### config.mk
export PLATFORM = sky130hd
export DESIGN_NAME = tknf_front
export DESIGN_NICKNAME = d
export VERILOG_FILES = /design/src/hw/rtl/tknf_pkg.sv /design/src/hw/rtl/tknf_fifo.sv /design/src/hw/rtl/tknf_front.sv
export SDC_FILE = /design/constraint.sdc
export NUM_CORES = 1
export LEC_CHECK = 0
export BUFFER_PORTS_ARGS = -buffer_cell sky130_fd_sc_hd__buf_4
export CORE_ASPECT_RATIO = 0.75
export CORE_UTILIZATION = 55
export CTS_BUF_LIST = sky130_fd_sc_hd__clkbuf_4 sky130_fd_sc_hd__clkbuf_8 sky130_fd_sc_hd__clkbuf_16
export DETAILED_ROUTE_END_ITERATION = 12
export GPL_TIMING_DRIVEN = 0
export HOLD_SLACK_MARGIN = 0.1
export PLACE_DENSITY = 0.74
export REMOVE_ABC_BUFFERS = 1
export SKIP_CTS_REPAIR_TIMING = 1
export SYNTH_ARGS = -nofsm -noshare
export SYNTH_HDL_FRONTEND = slang
export SYNTH_HIERARCHICAL = 1
export SYNTH_SLANG_ARGS = --single-unit
### constraint.sdc
create_clock -name i_clk -period 2.87 [get_ports i_clk]
set_clock_uncertainty 0.1 [all_clocks]
set_input_delay 0 -clock i_clk [delete_from_list [all_inputs] [get_ports i_clk]]
set_output_delay 0 -clock i_clk [all_outputs]
set_load 0.02 [all_outputs]
### src/hw/rtl/tknf_pkg.sv
// ============================================================================
// tknf_pkg - shared types and constants for the top-k nearest match block
// Field widths, action codes, queue depths and the word layouts that pass
// between the front end, the back end and the ports.
// ============================================================================
`default_nettype none

package tknf_pkg;

    localparam int VALUE_W     = 24;
    localparam int ENTRY_W     = 10;
    localparam int COMP_W      = 6;
    localparam int RANK_W      = 4;
    localparam int DIST_W      = 57;
    localparam int MAG_W       = 24;
    localparam int SQ_W        = 2 * MAG_W;
    localparam int TOP_COUNT_W = 5;
    localparam int APB_ADDR_W  = 3;
    localparam int APB_DATA_W  = 32;

    localparam int MAX_KEEP_DEF     = 16;
    localparam int MAX_FEATURES_DEF = 64;
    localparam int CMD_DEPTH        = 4;
    localparam int RES_DEPTH        = 2;

    localparam logic [DIST_W-1:0]      DIST_MAX        = '1;
    localparam logic [TOP_COUNT_W-1:0] TOP_COUNT_RESET = 5'd1;

    // action codes
    localparam logic [1:0] ACT_LOAD    = 2'd0;
    localparam logic [1:0] ACT_LIBRARY = 2'd1;
    localparam logic [1:0] ACT_REPORT  = 2'd2;
    localparam logic [1:0] ACT_NONE    = 2'd3;

    // register index (paddr[2])
    localparam logic REG_TOP_COUNT = 1'b0;

    typedef struct packed {
        logic [1:0]                action;
        logic [ENTRY_W-1:0]        entry_index;
        logic [COMP_W-1:0]         component_index;
        logic signed [VALUE_W-1:0] component_value;
        logic                      last_component;
    } t_item;

    typedef struct packed {
        logic [RANK_W-1:0]  rank;
        logic [ENTRY_W-1:0] match_index;
        logic [DIST_W-1:0]  squared_distance;
        logic               found;
        logic               last_result;
    } t_result;

    // classified word handed from front to back
    typedef struct packed {
        logic [1:0]                op;
        logic                      in_range;
        logic [ENTRY_W-1:0]        entry_index;
        logic [COMP_W-1:0]         component_index;
        logic signed [VALUE_W-1:0] value;
        logic                      last;
    } t_cmd;

endpackage

`default_nettype wire

### src/hw/rtl/tknf_fifo.sv
// ============================================================================
// tknf_fifo - small register queue
// Fall-through read of the oldest word; full and empty flags from a count.
// ============================================================================
`default_nettype none

module tknf_fifo #(
    parameter int WIDTH = 8,
    parameter int DEPTH = 2
) (
    input  wire logic             i_clk,
    input  wire logic             i_rst_n,
    input  wire logic             i_wr_en,
    input  wire logic [WIDTH-1:0] i_wr_data,
    output logic                  o_full,
    input  wire logic             i_rd_en,
    output logic      [WIDTH-1:0] o_rd_data,
    output logic                  o_empty
);

    localparam int AW   = (DEPTH > 1) ? $clog2(DEPTH) : 1;
    localparam int CNTW = $clog2(DEPTH + 1);

    logic [WIDTH-1:0] r_mem [DEPTH];
    logic [AW-1:0]    r_wr_ptr, n_wr_ptr;
    logic [AW-1:0]    r_rd_ptr, n_rd_ptr;
    logic [CNTW-1:0]  r_count,  n_count;
    logic             wr_go, rd_go;

    assign o_full    = (r_count == CNTW'(DEPTH));
    assign o_empty   = (r_count == '0);
    assign o_rd_data = r_mem[r_rd_ptr];
    assign wr_go     = i_wr_en && !o_full;
    assign rd_go     = i_rd_en && !o_empty;

    always_comb begin
        n_wr_ptr = r_wr_ptr;
        n_rd_ptr = r_rd_ptr;
        n_count  = r_count;
        if (wr_go) begin
            n_wr_ptr = (r_wr_ptr == AW'(DEPTH - 1)) ? '0 : r_wr_ptr + 1'b1;
        end
        if (rd_go) begin
            n_rd_ptr = (r_rd_ptr == AW'(DEPTH - 1)) ? '0 : r_rd_ptr + 1'b1;
        end
        if (wr_go && !rd_go) begin
            n_count = r_count + 1'b1;
        end else if (rd_go && !wr_go) begin
            n_count = r_count - 1'b1;
        end
    end

    always_ff @(posedge i_clk) begin
        if (!i_rst_n) begin
            r_wr_ptr <= '0;
            r_rd_ptr <= '0;
            r_count  <= '0;
        end else begin
            r_wr_ptr <= n_wr_ptr;
            r_rd_ptr <= n_rd_ptr;
            r_count  <= n_count;
        end
    end

    always_ff @(posedge i_clk) begin
        if (wr_go) begin
            r_mem[r_wr_ptr] <= i_wr_data;
        end
    end

endmodule

`default_nettype wire

### src/hw/rtl/tknf_front.sv
// ============================================================================
// tknf_front - input side
// Takes words from the input queue port, drops unused actions, range-checks
// the component index and queues the classified word for the back end.
// ============================================================================
`default_nettype none

module tknf_front #(
    parameter int MAX_FEATURES = tknf_pkg::MAX_FEATURES_DEF
) (
    input  wire logic           i_clk,
    input  wire logic           i_rst_n,
    input  wire logic           i_push,
    output logic                o_full,
    input  wire tknf_pkg::t_item i_item,
    output tknf_pkg::t_cmd      o_cmd,
    output logic                o_cmd_valid,
    input  wire logic           i_cmd_pop
);

    import tknf_pkg::*;

    t_cmd                cmd_in;
    logic [$bits(t_cmd)-1:0] cmd_out;
    logic                wr_en;
    logic                q_empty;

    always_comb begin
        cmd_in.op              = i_item.action;
        cmd_in.in_range        = (32'(i_item.component_index) < 32'(MAX_FEATURES));
        cmd_in.entry_index     = i_item.entry_index;
        cmd_in.component_index = i_item.component_index;
        cmd_in.value           = i_item.component_value;
        cmd_in.last            = i_item.last_component;
    end

    // unused action code is accepted and dropped here
    assign wr_en = i_push && !o_full && (i_item.action != ACT_NONE);

    tknf_fifo #(
        .WIDTH ($bits(t_cmd)),
        .DEPTH (CMD_DEPTH)
    ) u_cmd_q (
        .i_clk     (i_clk),
        .i_rst_n   (i_rst_n),
        .i_wr_en   (wr_en),
        .i_wr_data (cmd_in),
        .o_full    (o_full),
        .i_rd_en   (i_cmd_pop),
        .o_rd_data (cmd_out),
        .o_empty   (q_empty)
    );

    assign o_cmd       = t_cmd'(cmd_out);
    assign o_cmd_valid = !q_empty;

endmodule

`default_nettype wire

-- Yosys cells after proc, flatten, opt, wreduce, memory -nomap -nowiden
Memories as Yosys holds them, arrays and structs flattened. A register that Yosys moved wholly into a read port is not among the register bits.
Index checks and enable logic that the tools add are counted.
- register bits: 7
- RAM bits: 172
- input port bits: 47
- output and inout bits: 46
- logic and storage cells: 32
- memories: 1
- memory list (memory ; words ; bits a word ; read ports ; clocked after memory_dff ; write ports ; line ; RTL):
    u_cmd_q.r_mem ; 4 ; 43 ; 1 ; 1 ; 1 ; tknf_fifo.sv:24 ; logic [WIDTH-1:0] r_mem [DEPTH];
- $add $sub $neg: 4
- equal/unequal tests: 4
- mux-type cells: 8
- reductions and logical operators: 12
- operators by type and width (cell ; count):
    two-way mux 2 bit ; 4
    logical AND 1 bit ; 6
    two-way mux 3 bit ; 2
    adder 2 x 1 -> 2 bit, second input constant ; 2
    == test 2 bit, second input constant ; 2
    zero test 1 bit ; 4
    adder 3 x 1 -> 3 bit, second input constant ; 1
    == test 3 bit, second input constant ; 1
    zero test 3 bit ; 1
    subtractor 3 x 1 -> 3 bit, second input constant ; 1
    two-way mux 1 bit ; 2
    != test 2 bit, second input constant ; 1
    nonzero test 2 bit ; 1

-- Depth between registers and ports, before layout
- depth in word-level cells: 9
- depth in mapped cells: 10
- mapped depth without buffers: 9

-- Cells and area by module
Netlist, hierarchy kept.
- by module, submodules not included (module ; times used ; cells each ; area an instance (µm²) ; seq. area each (µm²)):
    tknf_fifo ; 1 ; 281 ; 6887.9 ; 5465.2
    tknf_front ; 1 ; 4 ; 23.8 ; 0.0

-- Least setup slack after synthesis
OpenSTA, ideal clock, no wires.
- kind: register to register
- from: reg u_cmd_q.r_count[0]
- to: mem u_cmd_q/r_mem[0][0] (netlist bit) (enable)
- library setup time: 0.406 ns
- data arrival time: 2.058 ns
- data required time: 2.364 ns
- path slack: 0.306 ns
- stages on the path, launching flop included: 6
- clock period less this slack: 2.564 ns
- cells stage by stage: dfxtp_1 nor3b_2 a211oi_2 nor2b_1 buf_2 and2_1
- longest elaborated chain between the ends: 7
- RTL lines (what ; line ; RTL):
    start, declared ; tknf_fifo.sv:27 ; logic [CNTW-1:0] r_count, n_count;
    start signal, assigned ; tknf_fifo.sv:61 ; r_count <= n_count;
    == test 3 bit ; tknf_fifo.sv:30 ; assign o_full = (r_count == CNTW'(DEPTH));
    via o_full ; tknf_front.sv:14 ; output logic o_full,
    zero test 1 bit ; tknf_front.sv:38 ; assign wr_en = i_push && !o_full && (i_item.action != ACT_NONE);
    logical AND 1 bit (2 in a row) ; tknf_front.sv:38 ;
    via wr_en ; tknf_front.sv:25 ; logic wr_en;
    logical AND 1 bit ; tknf_fifo.sv:33 ; assign wr_go = i_wr_en && !o_full;
    via u_cmd_q.wr_go ; tknf_fifo.sv:28 ; logic wr_go, rd_go;
    two-way mux 1 bit ; tknf_fifo.sv:66 ; if (wr_go) begin
    two-way mux 1 bit (not written as such) ; tknf_fifo.sv:67 ; r_mem[r_wr_ptr] <= i_wr_data;
    end, declared ; tknf_fifo.sv:24 ;
The timed path passes the listed nets, and every way through them passes these cells.

-- Worst setup path after layout
- from: reg u_cmd_q.r_count[0]
- to: reg u_cmd_q.r_count[2]
- longest elaborated chain between the ends: 8
- RTL lines (what ; line ; RTL):
    == test 3 bit (*) ; tknf_fifo.sv:30 ;
    zero test 1 bit (*) ; tknf_front.sv:38 ;
    logical AND 1 bit (*) (2 in a row) ; tknf_front.sv:38 ;
    via wr_en ; tknf_front.sv:25 ;
    logical AND 1 bit (*) ; tknf_fifo.sv:33 ;
    zero test 1 bit ; tknf_fifo.sv:48 ; end else if (rd_go && !wr_go) begin
    logical AND 1 bit ; tknf_fifo.sv:48 ;
    nonzero test 2 bit (no source line) ; -- ;
Mark *: on every way through the listed nets, which the timed path passes. The rest lies on a longest branch. The select of a mux whose other input is x is not followed.
A chain may end at the register's enable or synchronous reset.

==> results.md <==
* Yosys warning count at 6
* Synth Register Bits at 185
* Hpwl dp at around 7000 um
* Transition time at the pin with the least slew margin at about 0.81 ns
* Setup repair after global routing missed its margin: no
* Maximum number of pins on one net before global-route repair at 40
* Drc violations at 0
* Hold Path Class: input port to flop
* TritonCTS clock tree: yes
* Mean cell area of the mapped netlist at 24.3 sq um
* Worst path required time at approximately 3.1 ns
* FMAX at 392 MHz
* CTS H-Tree Depth at 4
* Aggregate routed wire length at 11,800 um
* Syn Std Cell Area at 6910 sq um
* Number of clock buffers inserted by TritonCTS at 17
* Root cell of the clock tree: clkbuf_16
* Crit start category: flop
* Power per unit of standard cell area at 884 nW/um^2
* Residual antenna-violating net count after detailed routing at 0
* Leading post-synthesis cells by instance count: edfxtp_1, mux4_2, dfxtp_1, ha_1, nand2_1
* Router iterations before antenna repair at 4
* Critical Path Fanout Max at 7
* Initial core utilization at 56.4%
* Skew-Pair Late Insertion Delay at 0.42 ns
* Worst-case vdd ir drop at 615 uV
* Clock edge transition at the registers on the reported setup and hold paths at 0.07 ns
* Vertical die dimension at 99.1 um
* Number of synthesized flops with an enable pin at 176
* Biggest area consumer among synthesized cells: edfxtp_1
* Final core utilization at 73.1%
* Ratio of cells with drive above 1 in the final layout at 39.2%
* Max_slew headroom at between 40% and 50%
* Tcrit/Tclk final at 89.0%
* Signed area change from the synthesized netlist to the final layout at 29.6%
* Overflow after GRT at 0
* Ranking of synthesized cells by area: edfxtp_1, mux4_2, dfxtp_1, mux4_1, buf_12
* Data arrival time of the critical path at between 2 and 3 ns
* Final hold violations at 0
* Placement row count at 35
* Run status: finished clean
* Initial antenna violation count at 0
* Max-Cap Viols at 0
* Antenna diode count at 0
* Final net count at 493
* Most used routing layer: met2
* Worst-case clock buffer depth at 2
* Critical path start-end classification: flop to flop
* Sequential cell area fraction in the yosys report at 79.1%
* Worst R2R Setup Slack at 0.32 ns
* Share of synthesized flip-flops with an asynchronous set or reset at 0%
* Core region area at 12,300 sq um
* DIE AREA at 13,000 sq um
* IO Pins at 93
* Global-route wire length before repair at around 18,000 um
* Pins Over Slew Limit at 0
* Synth top area share at 76.5%
* Via count at 3,311
* Via count of the first global-routing pass at 3,339
* FILL cells at 740
* Crit. End Element: flop
* Met1 Usage GRT at 24.1%
* Leakage at approximately 3 nW
* Synth Instances at between 200 and 300
* Sinks on Clock Net at between 150 and 200
* Total Neg Setup Slack at 0 ns
* Met3 layer usage reported by global route at 6.38%
* Number of violations reported at the end of detailed-routing iteration 0 at 202
* Global-route usage over all layers at 19.2%
* Shortest period the worst path allows at 2.55 ns
* Top-count cell post-synth: edfxtp_1
* Ys flop type: edfxtp_1
* GRT met2 Usage at 31.0%
* Count of input and output buffers at 92
* Weighted congestion reported at the end of routability-driven placement at about 0.63
* Per-cell via count in the routed design at about 5.4
* Overall power at 7.92 mW
* Number of endpoints failing setup at the final stage at 0
* Number of distinct library cells after synthesis at 28
* Horizontal die dimension at 131 um
* Per-cell routed wire length at 19.1 um
[sequential cells by signal (all words and copies together) (netlist names), named ones only]
register / cells
u_cmd_q/r_mem: 176
u_cmd_q/r_count: 3
u_cmd_q/r_rd_ptr: 2
u_cmd_q/r_wr_ptr: 2
[critical path, cell delays in order (launching register included)]
cell and delay (ns):
dfxtp_1 0.46, nor3b_2 0.11, a211oi_2 0.13, nor2b_2 0.35, ha_1 0.25, inv_1 0.06, fa_1 0.38, xor2_1 0.18
or3_1 0.30, a21boi_0 0.17
[worst paths after layout]
check,endpoint,cells past startpoint,from
max,u_cmd_q/r_count[2],9,u_cmd_q/r_count[0]
min,u_cmd_q/r_mem[1][40],2,i_item[40]
max reg2reg,u_cmd_q/r_count[2],9,u_cmd_q/r_count[0]
min reg2reg,flop,2,u_cmd_q/r_rd_ptr[0]
[routing by layer]
metal,wire length (um),vias up
li1,-,1501
met1,5120,1693
met2,5760,103
met3,719,14
met4,171,0
met5,0,-
[layout by cell type, fill, tap and decap left out, types with 2 or more instances in the layout]
master and instances:
mux4_2 40, clkinvlp_4 3, clkinv_1 2, inv_6 4, edfxtp_1 176, nor2_1 2, bufinv_16 5, mux4_1 4
buf_16 3, clkbuf_16 17, and2_2 4, o21ai_0 3, nand3_1 2, dfxtp_1 7, buf_4 92, conb_1 4
dlygate4sd3_1 46, ha_1 6, buf_12 3, nand2_1 6, mux2i_1 3, inv_1 5
[through the flow]
step	hold slack, ns	std cells	setup WS, ns	instance area (sq um)
6_report	0.221	618	0.316	8960
5_1_grt	0.215	618	0.154	8960
4_1_cts	-0.339	572	0.110	8500
3_5_place_dp	0.102	540	0.157	7850
3_3_place_gp	0.0996	534	-0.755	7700
2_1_floorplan	-0.00113	276	0.0746	6800
[cells by family (layout without fill, tap and decap cells)]
logic type | count (synthesis) | after routing | share of synthesized area [%]
AOI/OAI and AO/OA | 6 | 6 | 0.615
xor gates and xnor gates | 2 | 2 | 0.253
adders and majority gates | 7 | 7 | 1.38
buffers and inverters | 17 | 181 | 2.08
DFF | 185 | 185 | 79.1
muxes | 47 | 47 | 15.0
other | 1 | 4 | 0.0543
and+or+nand+nor | 20 | 20 | 1.56
[area by class of cell]
type / instances / area (sq um) / area share (%)
flip-flops and latches: 185 / 5470 / 61.1
multi-input cells: 86 / 1320 / 14.7
repair buffers: 144 / 1290 / 14.4
clock buffers: 18 / 433 / 4.83
clock inverters: 14 / 215 / 2.40
well taps: 166 / 208 / 2.32
inverters: 5 / 18.8 / 0.209
[report_power, final]
| group | total [mW] | switching (mW) | internal [mW] |
|---|---|---|---|
| Combinational | 2.01 | 1.01 | 0.997 |
| Clock | 2.53 | 0.968 | 1.56 |
| Sequential | 3.39 | 0.128 | 3.26 |
| Total | 7.92 | 2.11 | 5.81 |
(Power assumes the default switching activity.)
