==> src/hw/rtl/tknf_fifo.sv <==
// ============================================================================
// tknf_fifo - small register queue
// Fall-through read of the oldest word; full and empty flags from a count.
// ============================================================================
`default_nettype none

module tknf_fifo #(
    parameter int WIDTH = 8,
    parameter int DEPTH = 2
) (
    input  wire logic             i_clk,
    input  wire logic             i_rst_n,
    input  wire logic             i_wr_en,
    input  wire logic [WIDTH-1:0] i_wr_data,
    output logic                  o_full,
    input  wire logic             i_rd_en,
    output logic      [WIDTH-1:0] o_rd_data,
    output logic                  o_empty
);

    localparam int AW   = (DEPTH > 1) ? $clog2(DEPTH) : 1;
    localparam int CNTW = $clog2(DEPTH + 1);

    logic [WIDTH-1:0] r_mem [DEPTH];
    logic [AW-1:0]    r_wr_ptr, n_wr_ptr;
    logic [AW-1:0]    r_rd_ptr, n_rd_ptr;
    logic [CNTW-1:0]  r_count,  n_count;
    logic             wr_go, rd_go;

    assign o_full    = (r_count == CNTW'(DEPTH));
    assign o_empty   = (r_count == '0);
    assign o_rd_data = r_mem[r_rd_ptr];
    assign wr_go     = i_wr_en && !o_full;
    assign rd_go     = i_rd_en && !o_empty;

    always_comb begin
        n_wr_ptr = r_wr_ptr;
        n_rd_ptr = r_rd_ptr;
        n_count  = r_count;
        if (wr_go) begin
            n_wr_ptr = (r_wr_ptr == AW'(DEPTH - 1)) ? '0 : r_wr_ptr + 1'b1;
        end
        if (rd_go) begin
            n_rd_ptr = (r_rd_ptr == AW'(DEPTH - 1)) ? '0 : r_rd_ptr + 1'b1;
        end
        if (wr_go && !rd_go) begin
            n_count = r_count + 1'b1;
        end else if (rd_go && !wr_go) begin
            n_count = r_count - 1'b1;
        end
    end

    always_ff @(posedge i_clk) begin
        if (!i_rst_n) begin
            r_wr_ptr <= '0;
            r_rd_ptr <= '0;
            r_count  <= '0;
        end else begin
            r_wr_ptr <= n_wr_ptr;
            r_rd_ptr <= n_rd_ptr;
            r_count  <= n_count;
        end
    end

    always_ff @(posedge i_clk) begin
        if (wr_go) begin
            r_mem[r_wr_ptr] <= i_wr_data;
        end
    end

endmodule

`default_nettype wire

==> config.mk <==
export PLATFORM = sky130hd
export DESIGN_NAME = tknf_fifo
export DESIGN_NICKNAME = d
export VERILOG_FILES = /design/src/hw/rtl/tknf_fifo.sv
export SDC_FILE = /design/constraint.sdc
export NUM_CORES = 1
export LEC_CHECK = 0
export CORE_ASPECT_RATIO = 1.1
export CORE_MARGIN = 4
export CORE_UTILIZATION = 40
export CTS_CLUSTER_DIAMETER = 120
export CTS_CLUSTER_SIZE = 10
export DETAILED_ROUTE_END_ITERATION = 16
export DONT_BUFFER_PORTS = 1
export PLACE_DENSITY = 0.52
export SLEW_MARGIN = 20
export SYNTH_ARGS = -nofsm -noshare
export SYNTH_HDL_FRONTEND = slang
export SYNTH_SLANG_ARGS = --single-unit
==> constraint.sdc <==
create_clock -name i_clk -period 1.7 [get_ports i_clk]
set_clock_uncertainty 0.05 [all_clocks]
set_input_delay 0.34 -clock i_clk [delete_from_list [all_inputs] [get_ports i_clk]]
set_output_delay 0.34 -clock i_clk [all_outputs]
set_load 0.05 [all_outputs]
Word level (Yosys, flattened, before mapping)
Memory sizes are Yosys's and may differ from the RTL's. A register that Yosys moved wholly into a read port is not among the register bits.
Index checks and enable logic that the tools add are counted.
Word-level totals
  latch bits: 0
  input bits: 12
  output and inout port bits: 10
  ROM bits: 0
  flip-flop bits (word level): 4
  memories: 1
  bits in writable memories: 16
  logic and storage cells: 27
Operators by class
  add/subtract/negate cells: 4
  bitwise operators: 0
  magnitude comparators: 0
  reductions and logical operators: 10
  multiplexer cells: 8
  multipliers: 0
  divide/modulo/power cells: 0
  equal/unequal tests: 1
  shifts and indexed selects: 0
Memory list
  r_mem: words 2, width 8, rd ports 1, clocked after memory_dff 1, write ports 1, line 24  | logic [WIDTH-1:0] r_mem [DEPTH];
Operators with widths (number)
  two-way mux 1 bit: 6
  logical AND 1 bit: 4
  zero test 1 bit: 4
  two-way mux 2 bit: 2
  adder 1 bit (second input constant): 2
  adder 2 x 1 -> 2 bit (second input constant): 1
  == test 2 bit (second input constant): 1
  zero test 2 bit: 1
  nonzero test 2 bit: 1
  subtractor 2 x 1 -> 2 bit (second input constant): 1

Logic depth before layout (Yosys ltp)
Gate-level depths: netlist (run 1).
  word-level depth: 7
  mapped depth: 7
  mapped depth without buffers: 7

Worst setup path after synthesis (run 1)
No wires, ideal clock.
  path kind: register -> register
  from: reg r_count[0]
  to: reg r_count[1]
  required time: 1.580 ns
  clock period less this slack: 1.679 ns
  stages on the path, launching flop included: 7
  setup time: 0.070 ns
  setup slack: 0.021 ns
  data arrival time: 1.559 ns
  path buffers: 0
  cells stage by stage: dfxtp_1 > nand2b_1 > inv_2 > nor2_1 > ha_1 > or3_1 > a21boi_1
On the way
  longest elaborated chain between the ends: 6
  elaborated cells between the ends (all ways): 15
  those cells by class: add/sub: 2; eq/ne: 1; mux: 2; reduce/logical: 10
Ends and longest elaborated chain
  start, declared: line 27  | logic [CNTW-1:0] r_count, n_count;
  start signal, assigned: line 61  | r_count <= n_count;
  == test 2 bit (*): line 30  | assign o_full = (r_count == CNTW'(DEPTH));
  via o_full: line 15  | output logic o_full,
  zero test 1 bit (*): line 33  | assign wr_go = i_wr_en && !o_full;
  logical AND 1 bit (*): line 33
  zero test 1 bit: line 48  | end else if (rd_go && !wr_go) begin
  logical AND 1 bit: line 48
  nonzero test 2 bit (no source line)
Mark *: on every way through the listed nets, which the timed path passes. The rest lies on a longest branch. The select of a mux whose other input is x is not followed.
A chain may end at the register's enable or synchronous reset.

Worst setup path in the final report (run 1)
  from: reg r_count[0]
  to: reg r_count[1]
On the way
  longest elaborated chain between the ends: 6
  elaborated cells between the ends (all ways): 15
  those cells by class: add/sub: 2; eq/ne: 1; mux: 2; reduce/logical: 10
Ends and longest elaborated chain (line)
  == test 2 bit / zero test 2 bit (equally long branches): 30, 31
  zero test 1 bit (on tied branches): 33, 34
  logical AND 1 bit (on tied branches): 33, 34
  zero test 1 bit (on tied branches): 48, 46
  logical AND 1 bit (on tied branches): 48, 46
  nonzero test 2 bit (no source line) / two-way mux 2 bit (equally long branches)
Several ways; a longest one is shown, not always the timed one. The select of a mux whose other input is x is not followed.

==> results of run 1 <==
[area by class of cell]
type | count | area (µm²) | share of cell area (%)
Clock buffer | 4 | 26.3 | 2.89
Timing Repair Buffer | 4 | 30.0 | 3.31
Sequential cell | 21 | 586 | 64.5
Multi-Input combinational cell | 26 | 225 | 24.8
Tap cell | 27 | 33.8 | 3.72
Inverter | 2 | 7.51 | 0.826
[through the flow]
step	util, %	power [µW]	area (µm²)	hold slack, ns
floorplan	-	1290	810	0.389
global placement	47.1	1390	868	0.389
detailed placement	47.1	1430	868	0.389
CTS	48.7	1660	897	0.0770
global route	49.3	1760	908	0.0548
finish	49.3	1670	908	0.0895
[sequential cells by signal (all words and copies together), names as in the netlist, named ones only]
register / flops
r_count: 2
r_mem: 16
r_wr_ptr: 1
r_rd_ptr: 1
[worst max-delay path by stage]
stage               startpoint            to  slack, ns  cells after the start
floorplan           r_count[0]    r_count[1]       0.02                      6
global placement    r_count[0]    r_count[1]       0.20                      6
CTS                 r_count[0]    r_count[1]       0.05                      6
detailed placement  r_count[0]    r_count[1]      0.004                      6
finish              r_count[0]    r_count[1]       0.07                      6
global route          register  o_rd_data[0]       0.01                      1
[cells in the mapped netlist, drive strengths merged]
master  number  area share, %
a21boi       2            1.9
and2         3            2.3
and3         1           0.77
buf          1           0.62
dfxtp        5             12
edfxtp      16             59
ha           1            1.5
inv          2           0.93
mux2         8             11
nand2b       1           0.77
nor2         2           0.93
nor3         1            1.2
o21a         1           0.93
o21ai        2            1.2
or3          1           0.77
xnor2        2            2.2
xor2         1            1.1
[per-layer routing]
| metal | track usage [%] | vias to the layer above |
|---|---|---|
| met5 | 0 | - |
| met4 | 7.17 | 0 |
| met3 | 5.90 | 0 |
| met2 | 19.8 | 20 |
| met1 | 10.5 | 203 |
| li1 | - | 195 |
[report_power, final]
part / switching (µW) / internal [µW] / total [µW]
clock: 133 / 91.1 / 224
sequential: 71.7 / 663 / 734
combinational: 482 / 229 / 710
total: 686 / 982 / 1670
[worst max-delay path: stages, from the launching register on]
cell	delay, ns
dfxtp_4	0.38
nand2b_1	0.18
inv_2	0.08
nor2_1	0.04
ha_1	0.32
or3_4	0.39
a21boi_2	0.14
[kinds of logic after synthesis]
| logic type | after synthesis | share of synthesized area, % |
|---|---|---|
| DFF | 21 | 71.7 |
| AOI/OAI and AO/OA | 5 | 4.02 |
| adders and majority gates | 1 | 1.55 |
| muxes | 8 | 11.1 |
| and+or+nand+nor | 9 | 6.80 |
| buffers and inverters | 3 | 1.54 |
| xor gates and xnor gates | 3 | 3.25 |
==> flow_metrics.env, run 1 <==
export IMPL_cts_hold_buffers=0
export IMPL_setup_tns_final_ns=0
export IMPL_cap_violations=0
export IMPL_layout_commonest_cell="edfxtp_1"
export IMPL_finalHoldViolCount=0
export IMPL_crit_fanout=5
export IMPL_worst_slew_pin_slew_ns=0.380
export IMPL_grt_pass1_vias=498
export IMPL_fin_cells=84
export IMPL_route_met2_wl_um=707
export IMPL_clk_path_buf_depth=2
export IMPL_fin_crit_ns=1.63
export IMPL_die_h_um=55.2
export IMPL_grt_use_total_pct=11.3
export IMPL_finalWirelength_mm=1.33
export IMPL_clk_latency_ns=0.29
export IMPL_final_period_utilization_pct=96.0
export IMPL_ys_warnings_count=0
export IMPL_cts_root_buf="clkbuf_4"
export IMPL_r2r_cells=6
export IMPL_rrSetupSlack_ns=0.07
export IMPL_dp_cells=80
export IMPL_die_w_um=50.9
export IMPL_syn_inst=50
export IMPL_setup_viol=0
export IMPL_drt_pass1_iterations=2
export IMPL_min_from="i_wr_data[2]"
export IMPL_crit_reg2reg_launch="r_count[0]"
export IMPL_fin_nets=71
export IMPL_worstPathRequired_ns=1.88
export IMPL_drcViolationCount=0
export IMPL_max_freq_mhz=613
export IMPL_cts_resized=2
export IMPL_route_met3_wl_um=168
export IMPL_final_cell_mix="edfxtp_1, mux2_2, buf_4"
export IMPL_p_per_area_nw_per_um2=1840
export IMPL_clock_sinks=21
export IMPL_arrival_ns=1.81
export IMPL_grt_max_degree=12
export IMPL_postCtsSetupBuffers=0
export IMPL_post_place_ws_ns=0.00429
export IMPL_syn_num_nets=63
export IMPL_clkTransAtPathRegs_ns=0.10
export IMPL_crit_path_end_kind="register"
export IMPL_critical_path_class="register to register"
export IMPL_antenna_found_initial=0
export IMPL_synth_yosys_seq_area_share_pct=71.7
export IMPL_synth_seq_cells=21
export IMPL_portBuffers=0
export IMPL_gp_congestion=0.617
export IMPL_leakagePower_uw=0.000318
export IMPL_hp_class="input port to register"
export IMPL_die_area_um2=2810
export IMPL_slew_violations=0
export IMPL_routedWlPerCell_um=15.9
export IMPL_outcome="finished, final reports clean"
export IMPL_initial_core_util_pct=44.0
export IMPL_htree_num_levels=1
export IMPL_final_fill_count=166
export IMPL_final_antenna_net_count=0
export IMPL_reg2reg_to="r_count[1]"
export IMPL_avgSynthCellArea_um2=16.2
export IMPL_m1WireLength_um=457
export IMPL_rows=16
export IMPL_crit_path_start_kind="register"
export IMPL_io_pins=22
export IMPL_hold_depth=0
export IMPL_syn_area_um2=810
export IMPL_vias_per_cell=4.98
export IMPL_drive_gt1_share_pct=36.8
export IMPL_numCtsBuffers=3
export IMPL_maxUsedRoutingLayer="met3"
export IMPL_core_um2=1840
export IMPL_antenna_cells=0
export IMPL_grt_setup_unrepaired="no"
export IMPL_grt_overflow=0
export IMPL_timing_final_ws_setup_ns=0.0676
export IMPL_cts_tree="yes"
export IMPL_vias=418
export IMPL_synth_distinct_cells=20
export IMPL_ir_worst_vdd_uv=956
export IMPL_holdPathEnd="r_mem[1][2]"
export IMPL_drt_initial_drc_count=3
export IMPL_area_growth_pct=12.2
export IMPL_max_slew_margin_pct=74.7
export IMPL_grt_pass1_wl_mm=2.26
No activity file was read; power rests on OpenSTA's default activity.
==> inputs of run 2 (changes only) <==
--- a/config.mk
+++ b/config.mk
@@ -5,14 +5,14 @@
 export SDC_FILE = /design/constraint.sdc
 export NUM_CORES = 1
 export LEC_CHECK = 0
+export BUFFER_PORTS_ARGS = -buffer_cell sky130_fd_sc_hd__buf_2
 export CORE_ASPECT_RATIO = 1.1
-export CORE_MARGIN = 4
+export CORE_MARGIN = 3
 export CORE_UTILIZATION = 40
 export CTS_CLUSTER_DIAMETER = 120
 export CTS_CLUSTER_SIZE = 10
 export DETAILED_ROUTE_END_ITERATION = 16
-export DONT_BUFFER_PORTS = 1
-export PLACE_DENSITY = 0.52
+export PLACE_DENSITY = 0.62
 export SLEW_MARGIN = 20
 export SYNTH_ARGS = -nofsm -noshare
 export SYNTH_HDL_FRONTEND = slang
==> flow_metrics.env, run 2 (synthesized netlist as in run 1, its figures left out) <==
export IMPL_outcome="finished, final reports clean"
export IMPL_grt_use_total_pct=10.8
export IMPL_setup_viol=0
export IMPL_largest_register_ffs=16
export IMPL_hp_class="input port to register"
export IMPL_antenna_found_initial=0
export IMPL_drt_pass1_iterations=4
export IMPL_crit_path_start_kind="register"
export IMPL_r2r_cells=6
export IMPL_routedWlPerCell_um=12.0
export IMPL_vias=472
export IMPL_critical_path_class="register to output pin"
export IMPL_setup_tns_final_ns=0
export IMPL_initial_core_util_pct=44.0
export IMPL_cts_tree="yes"
export IMPL_final_fill_count=172
export IMPL_top_regs="r_mem x16, r_count x2"
export IMPL_drcViolationCount=0
export IMPL_grt_overflow=0
export IMPL_drive_gt1_share_pct=49.3
export IMPL_regArea_um2=586
export IMPL_worstPathRequired_ns=1.31
export IMPL_numCtsBuffers=3
export IMPL_io_pins=22
export IMPL_finalHoldViolCount=0
export IMPL_finalWirelength_mm=1.23
export IMPL_worst_slew_pin_slew_ns=0.378
export IMPL_drt_initial_drc_count=8
export IMPL_slew_violations=0
export IMPL_final_period_utilization_pct=95.3
export IMPL_layout_commonest_cell="edfxtp_1"
export IMPL_hpwl_um=866
export IMPL_post_route_util_pct=56.0
export IMPL_grt_max_degree=12
export IMPL_arrival_ns=1.23
export IMPL_grt_setup_unrepaired="no"
export IMPL_max_slew_margin_pct=74.8
export IMPL_clock_sinks=21
export IMPL_largest_register="r_mem"
export IMPL_timing_final_ws_setup_ns=0.0802
export IMPL_crit_path_end_kind="output pin"
export IMPL_fin_crit_ns=1.62
export IMPL_fin_nets=89
export IMPL_p_per_area_nw_per_um2=1700
export IMPL_antenna_cells=0
export IMPL_htree_num_levels=1
export IMPL_cap_violations=0
export IMPL_clk_path_buf_depth=2
export IMPL_rows=16
export IMPL_postCtsSetupBuffers=0
export IMPL_multi_input_area_um2=216
export IMPL_clkTransAtPathRegs_ns=0.11
export IMPL_die_area_um2=2600
export IMPL_area_growth_pct=27.5
export IMPL_ir_worst_vdd_uv=821
export IMPL_max_freq_mhz=617
export IMPL_clk_latency_ns=0.29
export IMPL_leakagePower_uw=0.000402
export IMPL_portBuffers=21
export IMPL_die_h_um=53.2
export IMPL_crit_fanout=8
export IMPL_post_place_ws_ns=0.0990
export IMPL_final_cell_mix="edfxtp_1, buf_2, mux2_2, buf_6"
export IMPL_final_antenna_net_count=0
export IMPL_die_w_um=48.9
export IMPL_vias_per_cell=4.63
export IMPL_cts_root_buf="clkbuf_4"
export IMPL_hold_depth=1
export IMPL_grt_pass1_vias=463
export IMPL_grt_pass1_wl_mm=1.97
export IMPL_gp_congestion=0.634
export IMPL_core_um2=1840
==> run 2: cell types whose count changed in the layout (fill, tap and decap cells not counted), sizes merged <==
cell,change
buf,+18
==> run 2: layer usage <==
metal  share of wire (%)  wire, µm  vias up  global-route usage (%)
met3                 6.0        73        2                    3.38
met5                   0         0        -                       0
met2                  55       670       15                    17.4
met4                0.73         9        0                    8.53
met1                  38       471      223                    11.8
li1                    -         -      232                       -
==> run 2: what timing repair did <==
| action | 4_1_cts | 5_1_grt |
|---|---|---|
| resized for setup | 2 | 25 |
| endpoints found under the hold margin | 0 | 0 |
| hold buffers | 0 | 0 |
| endpoints found under the setup margin | 8 | 10 |
==> run 2: worst max-delay path, cell delays in order (launching register included) <==
cell and delay (ns):
dfxtp_4 0.42, mux2_2 0.36, buf_6 0.15
==> run 2: final timing paths <==
kind | slack (ns) | from | to
worst min register to register | 0.50 | r_count[1] | r_count[1]
worst max register to register | 0.12 | r_count[0] | r_count[1]
worst max-delay path | 0.08 | register | o_rd_data[1]
worst min-delay path | 0.18 | i_wr_data[6] | r_mem[1][6]
==> run 2: area by class of cell <==
cell class,instances,share of cell area [%]
Inverter,2,0.727
Clock buffer,4,2.55
Sequential cell,21,56.7
Timing Repair Buffer,22,15.8
Multi-Input combinational cell,26,21.0
Tap cell,27,3.27
==> run 2: report_power, final <==
part / switching [µW] / internal, µW
Combinational: 490 / 306
Sequential: 68.2 / 662
Clock: 134 / 91.2
Total: 692 / 1060
==> run 2: through the flow <==
stage	hold WS, ns	total power, µW	instances	instance area, µm²
final	0.185	1750	102	1030
after global routing	0.146	1850	102	1030
after CTS	0.170	1680	102	981
after detailed placement	0.475	1450	98	951
after global placement	0.459	1430	98	951
after floorplan	0.389	1290	50	810
